## config.mk

```make
export PLATFORM = sky130hd
export DESIGN_NAME = sha256_stream_hasher_core
export DESIGN_NICKNAME = d
export VERILOG_FILES = /design/src/rtl/sha256_pkg.sv /design/src/rtl/sha256_dpath.sv /design/src/rtl/sha256_ctrl.sv /design/src/rtl/sha256_stream_hasher_core.sv
export VERILOG_INCLUDE_DIRS = /design/src /design/src/rtl
export SDC_FILE = /design/constraint.sdc
export NUM_CORES = 2
export LEC_CHECK = 0
export BUFFER_PORTS_ARGS = -buffer_cell sky130_fd_sc_hd__buf_2
export CORE_MARGIN = 2
export CORE_UTILIZATION = 60
export DETAILED_ROUTE_END_ITERATION = 12
export PLACE_DENSITY = 0.76
export SYNTH_ARGS = -nofsm -noshare
export SYNTH_HDL_FRONTEND = slang
export SYNTH_SLANG_ARGS = --single-unit
```

## constraint.sdc

```tcl
create_clock -name clk_i -period 13.58 [get_ports clk_i]
set_input_delay 0.679 -clock clk_i [delete_from_list [all_inputs] [get_ports clk_i]]
set_output_delay 0.679 -clock clk_i [all_outputs]
set_load 0.05 [all_outputs]
```

## src/rtl/assert_macros.svh

```systemverilog
// assertion helpers, empty under synthesis
`ifndef ASSERT_MACROS_SVH
`define ASSERT_MACROS_SVH
`ifndef SYNTHESIS
`define ASSERT_IMPL(label, clk, rst_n, prop) \
  label: assert property (@(posedge clk) disable iff (!rst_n) (prop)) else $error("%m failed");
`define ASSERT_NEVER(label, clk, rst_n, prop) \
  label: assert property (@(posedge clk) disable iff (!rst_n) !(prop)) else $error("%m failed");
`else
`define ASSERT_IMPL(label, clk, rst_n, prop)
`define ASSERT_NEVER(label, clk, rst_n, prop)
`endif
`endif

```

## src/rtl/sha256_pkg.sv

```systemverilog
`timescale 1ns / 1ps
package sha256_pkg;

  localparam logic [31:0] RoundConst [64] = '{
    32'h428a2f98, 32'h71374491, 32'hb5c0fbcf, 32'he9b5dba5,
    32'h3956c25b, 32'h59f111f1, 32'h923f82a4, 32'hab1c5ed5,
    32'hd807aa98, 32'h12835b01, 32'h243185be, 32'h550c7dc3,
    32'h72be5d74, 32'h80deb1fe, 32'h9bdc06a7, 32'hc19bf174,
    32'he49b69c1, 32'hefbe4786, 32'h0fc19dc6, 32'h240ca1cc,
    32'h2de92c6f, 32'h4a7484aa, 32'h5cb0a9dc, 32'h76f988da,
    32'h983e5152, 32'ha831c66d, 32'hb00327c8, 32'hbf597fc7,
    32'hc6e00bf3, 32'hd5a79147, 32'h06ca6351, 32'h14292967,
    32'h27b70a85, 32'h2e1b2138, 32'h4d2c6dfc, 32'h53380d13,
    32'h650a7354, 32'h766a0abb, 32'h81c2c92e, 32'h92722c85,
    32'ha2bfe8a1, 32'ha81a664b, 32'hc24b8b70, 32'hc76c51a3,
    32'hd192e819, 32'hd6990624, 32'hf40e3585, 32'h106aa070,
    32'h19a4c116, 32'h1e376c08, 32'h2748774c, 32'h34b0bcb5,
    32'h391c0cb3, 32'h4ed8aa4a, 32'h5b9cca4f, 32'h682e6ff3,
    32'h748f82ee, 32'h78a5636f, 32'h84c87814, 32'h8cc70208,
    32'h90befffa, 32'ha4506ceb, 32'hbef9a3f7, 32'hc67178f2
  };

  localparam logic [31:0] StartWords [8] = '{
    32'h6a09e667, 32'hbb67ae85, 32'h3c6ef372, 32'ha54ff53a,
    32'h510e527f, 32'h9b05688c, 32'h1f83d9ab, 32'h5be0cd19
  };

  localparam logic [7:0] PadByte = 8'h80;
  localparam logic [63:0] BlockBits = 64'd512;
  localparam logic KindByte = 1'b0;

  // byte source written into the block buffer
  typedef enum logic [1:0] {
    SRC_DATA = 2'd0,
    SRC_PAD  = 2'd1,
    SRC_ZERO = 2'd2,
    SRC_LEN  = 2'd3
  } src_sel_e;

  // controller to datapath
  typedef struct packed {
    logic       buf_we;
    logic [5:0] buf_addr;
    src_sel_e   buf_src;
    logic       len_latch;
    logic       sched_load;
    logic       round_init;
    logic       round_en;
    logic [5:0] round_idx;
    logic       hash_add;
    logic       hash_init;
    logic       bits_add;
    logic       out_load;
    logic [2:0] out_idx;
  } dp_cmd_t;

  function automatic logic [31:0] ror32(input logic [31:0] v, input int unsigned amt);
    ror32 = (v >> amt) | (v << (32 - amt));
  endfunction

endpackage

```

## src/rtl/sha256_dpath.sv

```systemverilog
`timescale 1ns / 1ps
module sha256_dpath import sha256_pkg::*; (
  input  logic        clk_i,
  input  dp_cmd_t     cmd_i,
  input  logic [7:0]  data_byte_i,
  input  logic [5:0]  fill_i,
  output logic [31:0] out_word_o
);

  logic [63:0] bits_q, len_q;
  logic [31:0] w_q [16];
  logic [31:0] hw_q [8];
  logic [31:0] r_q [8];
  logic [7:0]  wbyte;
  logic [31:0] s0, s1, w_new, wt, x1, x2, big0, big1, pick, vote;

  always_comb begin
    case (cmd_i.buf_src)
      SRC_DATA: wbyte = data_byte_i;
      SRC_PAD:  wbyte = PadByte;
      SRC_ZERO: wbyte = 8'h00;
      default:  wbyte = len_q[8*(7-cmd_i.buf_addr[2:0]) +: 8];
    endcase
  end

  // bit count, cleared by hash_init
  always_ff @(posedge clk_i) begin
    if (cmd_i.hash_init) bits_q <= '0;
    else if (cmd_i.bits_add) bits_q <= bits_q + BlockBits;
    if (cmd_i.len_latch) len_q <= bits_q + {55'd0, fill_i, 3'd0};
  end

  // rolling 16-word schedule
  assign s0 = ror32(w_q[1], 7) ^ ror32(w_q[1], 18) ^ (w_q[1] >> 3);
  assign s1 = ror32(w_q[14], 17) ^ ror32(w_q[14], 19) ^ (w_q[14] >> 10);
  assign w_new = w_q[0] + s0 + w_q[9] + s1;
  assign wt = w_q[0];

  // block bytes land directly in the schedule words, big-endian within a word;
  // every byte is rewritten before the next compression
  always_ff @(posedge clk_i) begin
    if (cmd_i.buf_we) begin
      w_q[cmd_i.buf_addr[5:2]][8*(3-cmd_i.buf_addr[1:0]) +: 8] <= wbyte;
    end else if (cmd_i.round_en) begin
      for (int t = 0; t < 15; t++) w_q[t] <= w_q[t+1];
      w_q[15] <= w_new;
    end
  end

  assign big1 = ror32(r_q[4], 6) ^ ror32(r_q[4], 11) ^ ror32(r_q[4], 25);
  assign pick = (r_q[4] & r_q[5]) ^ (~r_q[4] & r_q[6]);
  assign x1 = r_q[7] + big1 + pick + RoundConst[cmd_i.round_idx] + wt;
  assign big0 = ror32(r_q[0], 2) ^ ror32(r_q[0], 13) ^ ror32(r_q[0], 22);
  assign vote = (r_q[0] & r_q[1]) ^ (r_q[0] & r_q[2]) ^ (r_q[1] & r_q[2]);
  assign x2 = big0 + vote;

  always_ff @(posedge clk_i) begin
    if (cmd_i.round_init) begin
      r_q <= hw_q;
    end else if (cmd_i.round_en) begin
      r_q[7] <= r_q[6]; r_q[6] <= r_q[5]; r_q[5] <= r_q[4];
      r_q[4] <= r_q[3] + x1;
      r_q[3] <= r_q[2]; r_q[2] <= r_q[1]; r_q[1] <= r_q[0];
      r_q[0] <= x1 + x2;
    end
  end

  always_ff @(posedge clk_i) begin
    if (cmd_i.hash_init) hw_q <= StartWords;
    else if (cmd_i.hash_add) begin
      for (int t = 0; t < 8; t++) hw_q[t] <= hw_q[t] + r_q[t];
    end
  end

  always_ff @(posedge clk_i) begin
    if (cmd_i.out_load) out_word_o <= hw_q[cmd_i.out_idx];
  end

endmodule

```

## src/rtl/sha256_ctrl.sv

```systemverilog
`timescale 1ns / 1ps
module sha256_ctrl import sha256_pkg::*; (
  input  logic       clk_i,
  input  logic       rst_ni,
  input  logic       in_valid_i,
  input  logic       kind_i,
  output logic       in_stall_o,
  input  logic       out_stall_i,
  output logic       out_valid_o,
  output logic [2:0] word_index_o,
  output logic       last_word_o,
  output logic [5:0] fill_o,
  output dp_cmd_t    cmd_o
);

  typedef enum logic [7:0] {
    ST_INIT  = 8'b0000_0001,
    ST_IDLE  = 8'b0000_0010,
    ST_PAD   = 8'b0000_0100,
    ST_LOAD  = 8'b0000_1000,
    ST_ROUND = 8'b0001_0000,
    ST_ADD   = 8'b0010_0000,
    ST_EMIT  = 8'b0100_0000,
    ST_WAIT  = 8'b1000_0000
  } state_e;

  state_e     state_q, state_d;
  logic [5:0] fill_q, fill_d, cnt_q, cnt_d;
  logic       fin_q, fin_d, outv_q, outv_d;
  logic [2:0] oidx_q, oidx_d;
  logic       acc;
  logic       pad_done;

  assign in_stall_o = (state_q != ST_IDLE);
  assign acc = in_valid_i && !in_stall_o;
  assign out_valid_o = outv_q;
  assign word_index_o = oidx_q;
  assign last_word_o = (oidx_q == 3'd7);
  assign fill_o = fill_q;
  // pad byte landed in the last slot, nothing left to write in this block
  assign pad_done = (cnt_q == 6'd0) && (fill_q == 6'd63);

  always_comb begin
    state_d = state_q; fill_d = fill_q; cnt_d = cnt_q; fin_d = fin_q;
    outv_d = outv_q; oidx_d = oidx_q;
    cmd_o = '0;
    cmd_o.buf_addr = fill_q;
    cmd_o.buf_src = SRC_DATA;
    cmd_o.round_idx = cnt_q;
    cmd_o.out_idx = oidx_q;
    unique case (state_q)
      ST_INIT: begin
        cmd_o.hash_init = 1'b1;
        fill_d = '0;
        state_d = ST_IDLE;
      end
      ST_IDLE: begin
        if (acc) begin
          if (kind_i == KindByte) begin
            cmd_o.buf_we = 1'b1;
            fill_d = fill_q + 6'd1;
            fin_d = 1'b0;
            if (fill_q == 6'd63) state_d = ST_LOAD;
          end else begin
            cmd_o.buf_we = 1'b1;
            cmd_o.buf_src = SRC_PAD;
            cmd_o.len_latch = 1'b1;
            fin_d = 1'b1;
            cnt_d = fill_q + 6'd1;
            state_d = ST_PAD;
          end
        end
      end
      ST_PAD: begin
        // zero fill, then length in the last eight bytes if the length fits in this block
        cmd_o.buf_we = 1'b1;
        cmd_o.buf_addr = cnt_q;
        if (cnt_q >= 6'd56 && fill_q < 6'd56) cmd_o.buf_src = SRC_LEN;
        else cmd_o.buf_src = SRC_ZERO;
        if (pad_done) cmd_o.buf_we = 1'b0;
        cnt_d = cnt_q + 6'd1;
        if (cnt_q == 6'd63 || pad_done) begin
          state_d = ST_LOAD;
        end
      end
      ST_LOAD: begin
        cmd_o.sched_load = 1'b1;
        cmd_o.round_init = 1'b1;
        cnt_d = '0;
        state_d = ST_ROUND;
      end
      ST_ROUND: begin
        cmd_o.round_en = 1'b1;
        cnt_d = cnt_q + 6'd1;
        if (cnt_q == 6'd63) state_d = ST_ADD;
      end
      ST_ADD: begin
        cmd_o.hash_add = 1'b1;
        if (!fin_q) begin
          cmd_o.bits_add = 1'b1;
          fill_d = '0;
          state_d = ST_IDLE;
        end else if (fill_q >= 6'd56) begin
          // length did not fit, run one more all-padding block
          fill_d = '0;
          cnt_d = '0;
          state_d = ST_PAD;
        end else begin
          oidx_d = '0;
          state_d = ST_EMIT;
        end
      end
      ST_EMIT: begin
        cmd_o.out_load = 1'b1;
        outv_d = 1'b1;
        state_d = ST_WAIT;
      end
      ST_WAIT: begin
        if (!out_stall_i) begin
          outv_d = 1'b0;
          if (oidx_q == 3'd7) state_d = ST_INIT;
          else begin
            oidx_d = oidx_q + 3'd1;
            state_d = ST_EMIT;
          end
        end
      end
      default: state_d = ST_INIT;
    endcase
  end

  always_ff @(posedge clk_i or negedge rst_ni) begin
    if (!rst_ni) begin
      state_q <= ST_INIT; fill_q <= '0; cnt_q <= '0; fin_q <= 1'b0;
      outv_q <= 1'b0; oidx_q <= '0;
    end else begin
      state_q <= state_d; fill_q <= fill_d; cnt_q <= cnt_d; fin_q <= fin_d;
      outv_q <= outv_d; oidx_q <= oidx_d;
    end
  end

endmodule

```

## src/rtl/sha256_stream_hasher_core.sv

```systemverilog
// each byte goes into the block buffer; the 64th byte of a block starts a compression
// (one round per cycle through the shared round unit), a finish item takes padding plus one
// or two compressions, then eight digest items, each held until the receiver takes it
// throughput: one byte per cycle inside a block; no byte is taken while a block is compressed
// reset: asynchronous active low; the init state after release loads the initial hash words
`timescale 1ns / 1ps
`include "assert_macros.svh"
module sha256_stream_hasher_core import sha256_pkg::*; (
  input  logic        clk_i,
  input  logic        rst_ni,
  input  logic        in_valid_i,
  output logic        in_stall_o,
  input  logic        kind_i,
  input  logic [7:0]  data_byte_i,
  output logic        out_valid_o,
  input  logic        out_stall_i,
  output logic [31:0] digest_word_o,
  output logic [2:0]  word_index_o,
  output logic        last_word_o
);

  dp_cmd_t    cmd;
  logic [5:0] fill;

  // sequencer: buffering, padding, rounds and digest readout
  sha256_ctrl u_ctrl (
    .clk_i, .rst_ni, .in_valid_i, .kind_i, .in_stall_o, .out_stall_i,
    .out_valid_o, .word_index_o, .last_word_o, .fill_o(fill), .cmd_o(cmd)
  );

  // schedule words double as the block buffer, round unit, hash words
  sha256_dpath u_dpath (
    .clk_i, .cmd_i(cmd), .data_byte_i, .fill_i(fill), .out_word_o(digest_word_o)
  );

  // an item is never taken while a digest word is pending
  `ASSERT_NEVER(a_no_in_during_out, clk_i, rst_ni, out_valid_o && !in_stall_o)
  // a stalled digest word holds
  `ASSERT_IMPL(a_out_hold, clk_i, rst_ni,
    (out_valid_o && out_stall_i) |=> (out_valid_o && $stable(digest_word_o)))
  // rounds and buffer loads do not overlap
  `ASSERT_NEVER(a_cmd_excl, clk_i, rst_ni, cmd.round_en && cmd.sched_load)

endmodule

```

==> flow_summary.ini <==
[run_status]
status = completed

[placed_design]
io_buffers = 50
hpwl_um = 175800
place_area_um2 = 77220
routabilityCongestion = 0.9880

[clocking]
cts-root-buf = clkbuf_16
h-tree-depth = 4
clk_path_buf_depth = 3
clk_latency_ns = 0.80
clk_pin_slew_ns = 0.06
cts_tree = yes
cts.sinks = 1197
cts_buffers = 134
ctsHoldBuffers = 1
cts_resized = 0
post_cts_buffers = 0

[worst_setup_path]
critPathKind = register to register
endpoint_kind = register
reg2reg_depth = 34
r2r-end = u_dpath.r_q[254]$_DFFE_PP_
cpPeakStageDelay_ns = 1.02
r2r-start = u_ctrl.cnt_q[1]$_DFFE_PN0P_
crit_slowest_cell = ha_1
crit_path_start = u_ctrl.cnt_q[1]$_DFFE_PN0P_
crit_path_end = u_dpath.r_q[254]$_DFFE_PP_
arrival_ns = 11.44
worst_setup_path_start_kind = register
crit_required_ns = 14.08
path_max_fanout = 24
reg2reg_slack_ns = 2.64

[grt]
grt_busiest_layer = met2
grt_antenna_before_repair = 5
grt_max_degree = 109
grt_pass1_wl_um = 361300
gr-usage-met2 = 0.5718
track_usage = 0.3684
grt_pass1_vias = 57710
grtUsageMet1 = 0.4766
grt_use_met3 = 0.07343
grt_remaining_overflow = 0

[synth]
yosysTopAreaCell = edfxtp_1
synth_edf_count = 861
synth_fp_nets = 8211
synth-seq-cells = 1197
synth-main-ff-cell = edfxtp_1
synth_warnings = 0
syn_area_um2 = 75940
ys_async_sr_fraction = 0.02089
synth.top_cells.by_area = edfxtp_1, dfxtp_1, ha_1
ys_types = 95
syn-mean-instance-area_um2 = 9.991
synth.yosys.seq_area_share = 0.4307
netlist_instances = 7601
synth.top_cell.area_share = 0.3405

[route]
vias_per_cell = 6.480
totalWireLength_um = 239600
drtIter0Drc = 7189
wl_per_cell_um = 26.04
firstDrtPassIters = 8
ant_nets = 0
vias = 59630
drc = 0

[die]
core_area_um2 = 125600
start_util = 0.6048
num_rows = 130
pin_count = 51
die_area_um2 = 129400
die_y_um = 359.8
die_x_um = 359.8

[sta]
finalMaxSlewViolations = 0
finalHoldViolations = 0
period_needed_ns = 10.94
relSlewSlack = 0.1085
finalCritPeriodShare = 0.8057
worst_slew_pin_slew_ns = 1.323
tns_ns = 0
max_freq_ghz = 0.09140
rsz0062_at_grt = no
fin_skew_ns = 0.03974
setup_viol = 0

[run]
cap_violations = 0

[cells_and_area]
drive_gt1_frac = 0.06821
nFillCells = 10020
final_area_um2 = 81670
nNetsFinal = 8049
synthToLayoutAreaGrowth_pct = 7.538
multi_input_area_um2 = 40420
seq_area_um2 = 32720

[worst_hold_path]
min_from = out_stall_i
hp-class = input pin to register
## layout make-up
cell class	count	area share
Multi-Input combinational cell	5675	0.4949
Sequential cell	1197	0.4007
Clock buffer	186	0.04532
Tap cell	1650	0.02528
Inverter	291	0.01338
Timing Repair Buffer	140	0.01137
Clock inverter	61	0.008993
Antenna cell	2	0.00006128
## critical path, delay by kind of cell, from the launching register on
family	cells	cell delay (ns)
flops	1	0.95
compound gates	16	3.39
fa+ha+maj	8	4.07
buf+inv	2	0.74
xor+xnor	2	0.39
simple gates	6	1.07
## cells in the final DEF (no fill, tap or decap), drive strengths merged, types with 142 or more instances in the layout
cell	n
ha	402
dfxtp	311
fa	195
nor2	356
a21oi	502
edfxtp	861
o21ai	446
nand2	1220
inv	295
nand3	142
xnor2	391
xor2	217
clkbuf	186
a21o	664
## registers in the layout, summed over array words and instances, names as in the netlist
| signal | cells |
|---|---|
| u_ctrl.word_index_o | 3 |
| u_ctrl.fill_o | 6 |
| u_ctrl.fin_q | 1 |
| u_dpath.out_word_o | 32 |
| u_dpath.w_q | 512 |
| u_ctrl.out_valid_o | 1 |
| u_dpath.len_q | 61 |
| u_dpath.hw_q | 256 |
| u_dpath.bits_q | 55 |
| u_ctrl.cnt_q | 6 |
| u_ctrl.state_q | 8 |
| u_dpath.r_q | 256 |
## logic make-up (layout without fill, tap and decap cells)
group | after synthesis | count (layout) | synth area share
compound gates | 2151 | 2151 | 0.1842
simple gates | 2147 | 2147 | 0.1251
flops | 1197 | 1197 | 0.4307
buf+inv | 729 | 678 | 0.03763
fa+ha+maj | 621 | 621 | 0.1208
xor+xnor | 609 | 609 | 0.07042
mux | 147 | 147 | 0.03112
other cells | 0 | 2 | 0
## how the worst min path moves through the flow
stage                                           endpoint  slack, ns  depth (start not counted)
after floorplan              u_ctrl.cnt_q[0]$_DFFE_PN0P_       0.38                          0
final                     u_ctrl.out_valid_o$_DFFE_PN0P_       0.14                          2
after detailed placement     u_dpath.len_q[63]$_DFFE_PP_       0.46                          0
after CTS                  u_ctrl.state_q[7]$_DFFE_PN0P_       0.09                          2
after global routing       u_ctrl.state_q[7]$_DFFE_PN0P_       0.14                          2
after global placement       u_dpath.len_q[63]$_DFFE_PP_       0.44                          0
## synth_stat cells, types with 53 or more instances
| library cell | number |
|---|---|
| nand2_1 | 1220 |
| o21a_1 | 53 |
| a21o_1 | 664 |
| a211oi_1 | 66 |
| nor2b_1 | 61 |
| nor3_1 | 72 |
| and3_1 | 62 |
| clkbuf_1 | 364 |
| o21ai_0 | 441 |
| edfxtp_1 | 861 |
| dfxtp_1 | 311 |
| mux4_2 | 66 |
| fa_1 | 195 |
| inv_1 | 285 |
| xnor2_1 | 391 |
| nand2b_1 | 59 |
| nand3_1 | 142 |
| nor2_1 | 332 |
| o211ai_1 | 109 |
| xor2_1 | 217 |
| a21oi_1 | 498 |
| ha_1 | 402 |
## per-stage QoR
step | setup WS [ns] | instances | hold WS [ns] | utilization
2_1_floorplan | 4.820 | 7601 | 0.3834 | -
3_3_place_gp | 2.945 | 8952 | 0.4420 | 0.6149
3_5_place_dp | 2.850 | 8952 | 0.4570 | 0.6149
4_1_cts | 2.795 | 9200 | 0.09181 | 0.6503
5_1_grt | 1.890 | 9200 | 0.1351 | 0.6503
6_report | 2.639 | 9202 | 0.1372 | 0.6504
## per-layer routing
layer,vias up,share of wire
met5,-,0.000042
met4,2,0.072
met3,669,0.088
met2,2965,0.45
met1,29140,0.39
li1,26850,-
Power is left out: the tool's default activity adds up to more than one toggle a clock period on the data nets, which glitch-free logic cannot reach.
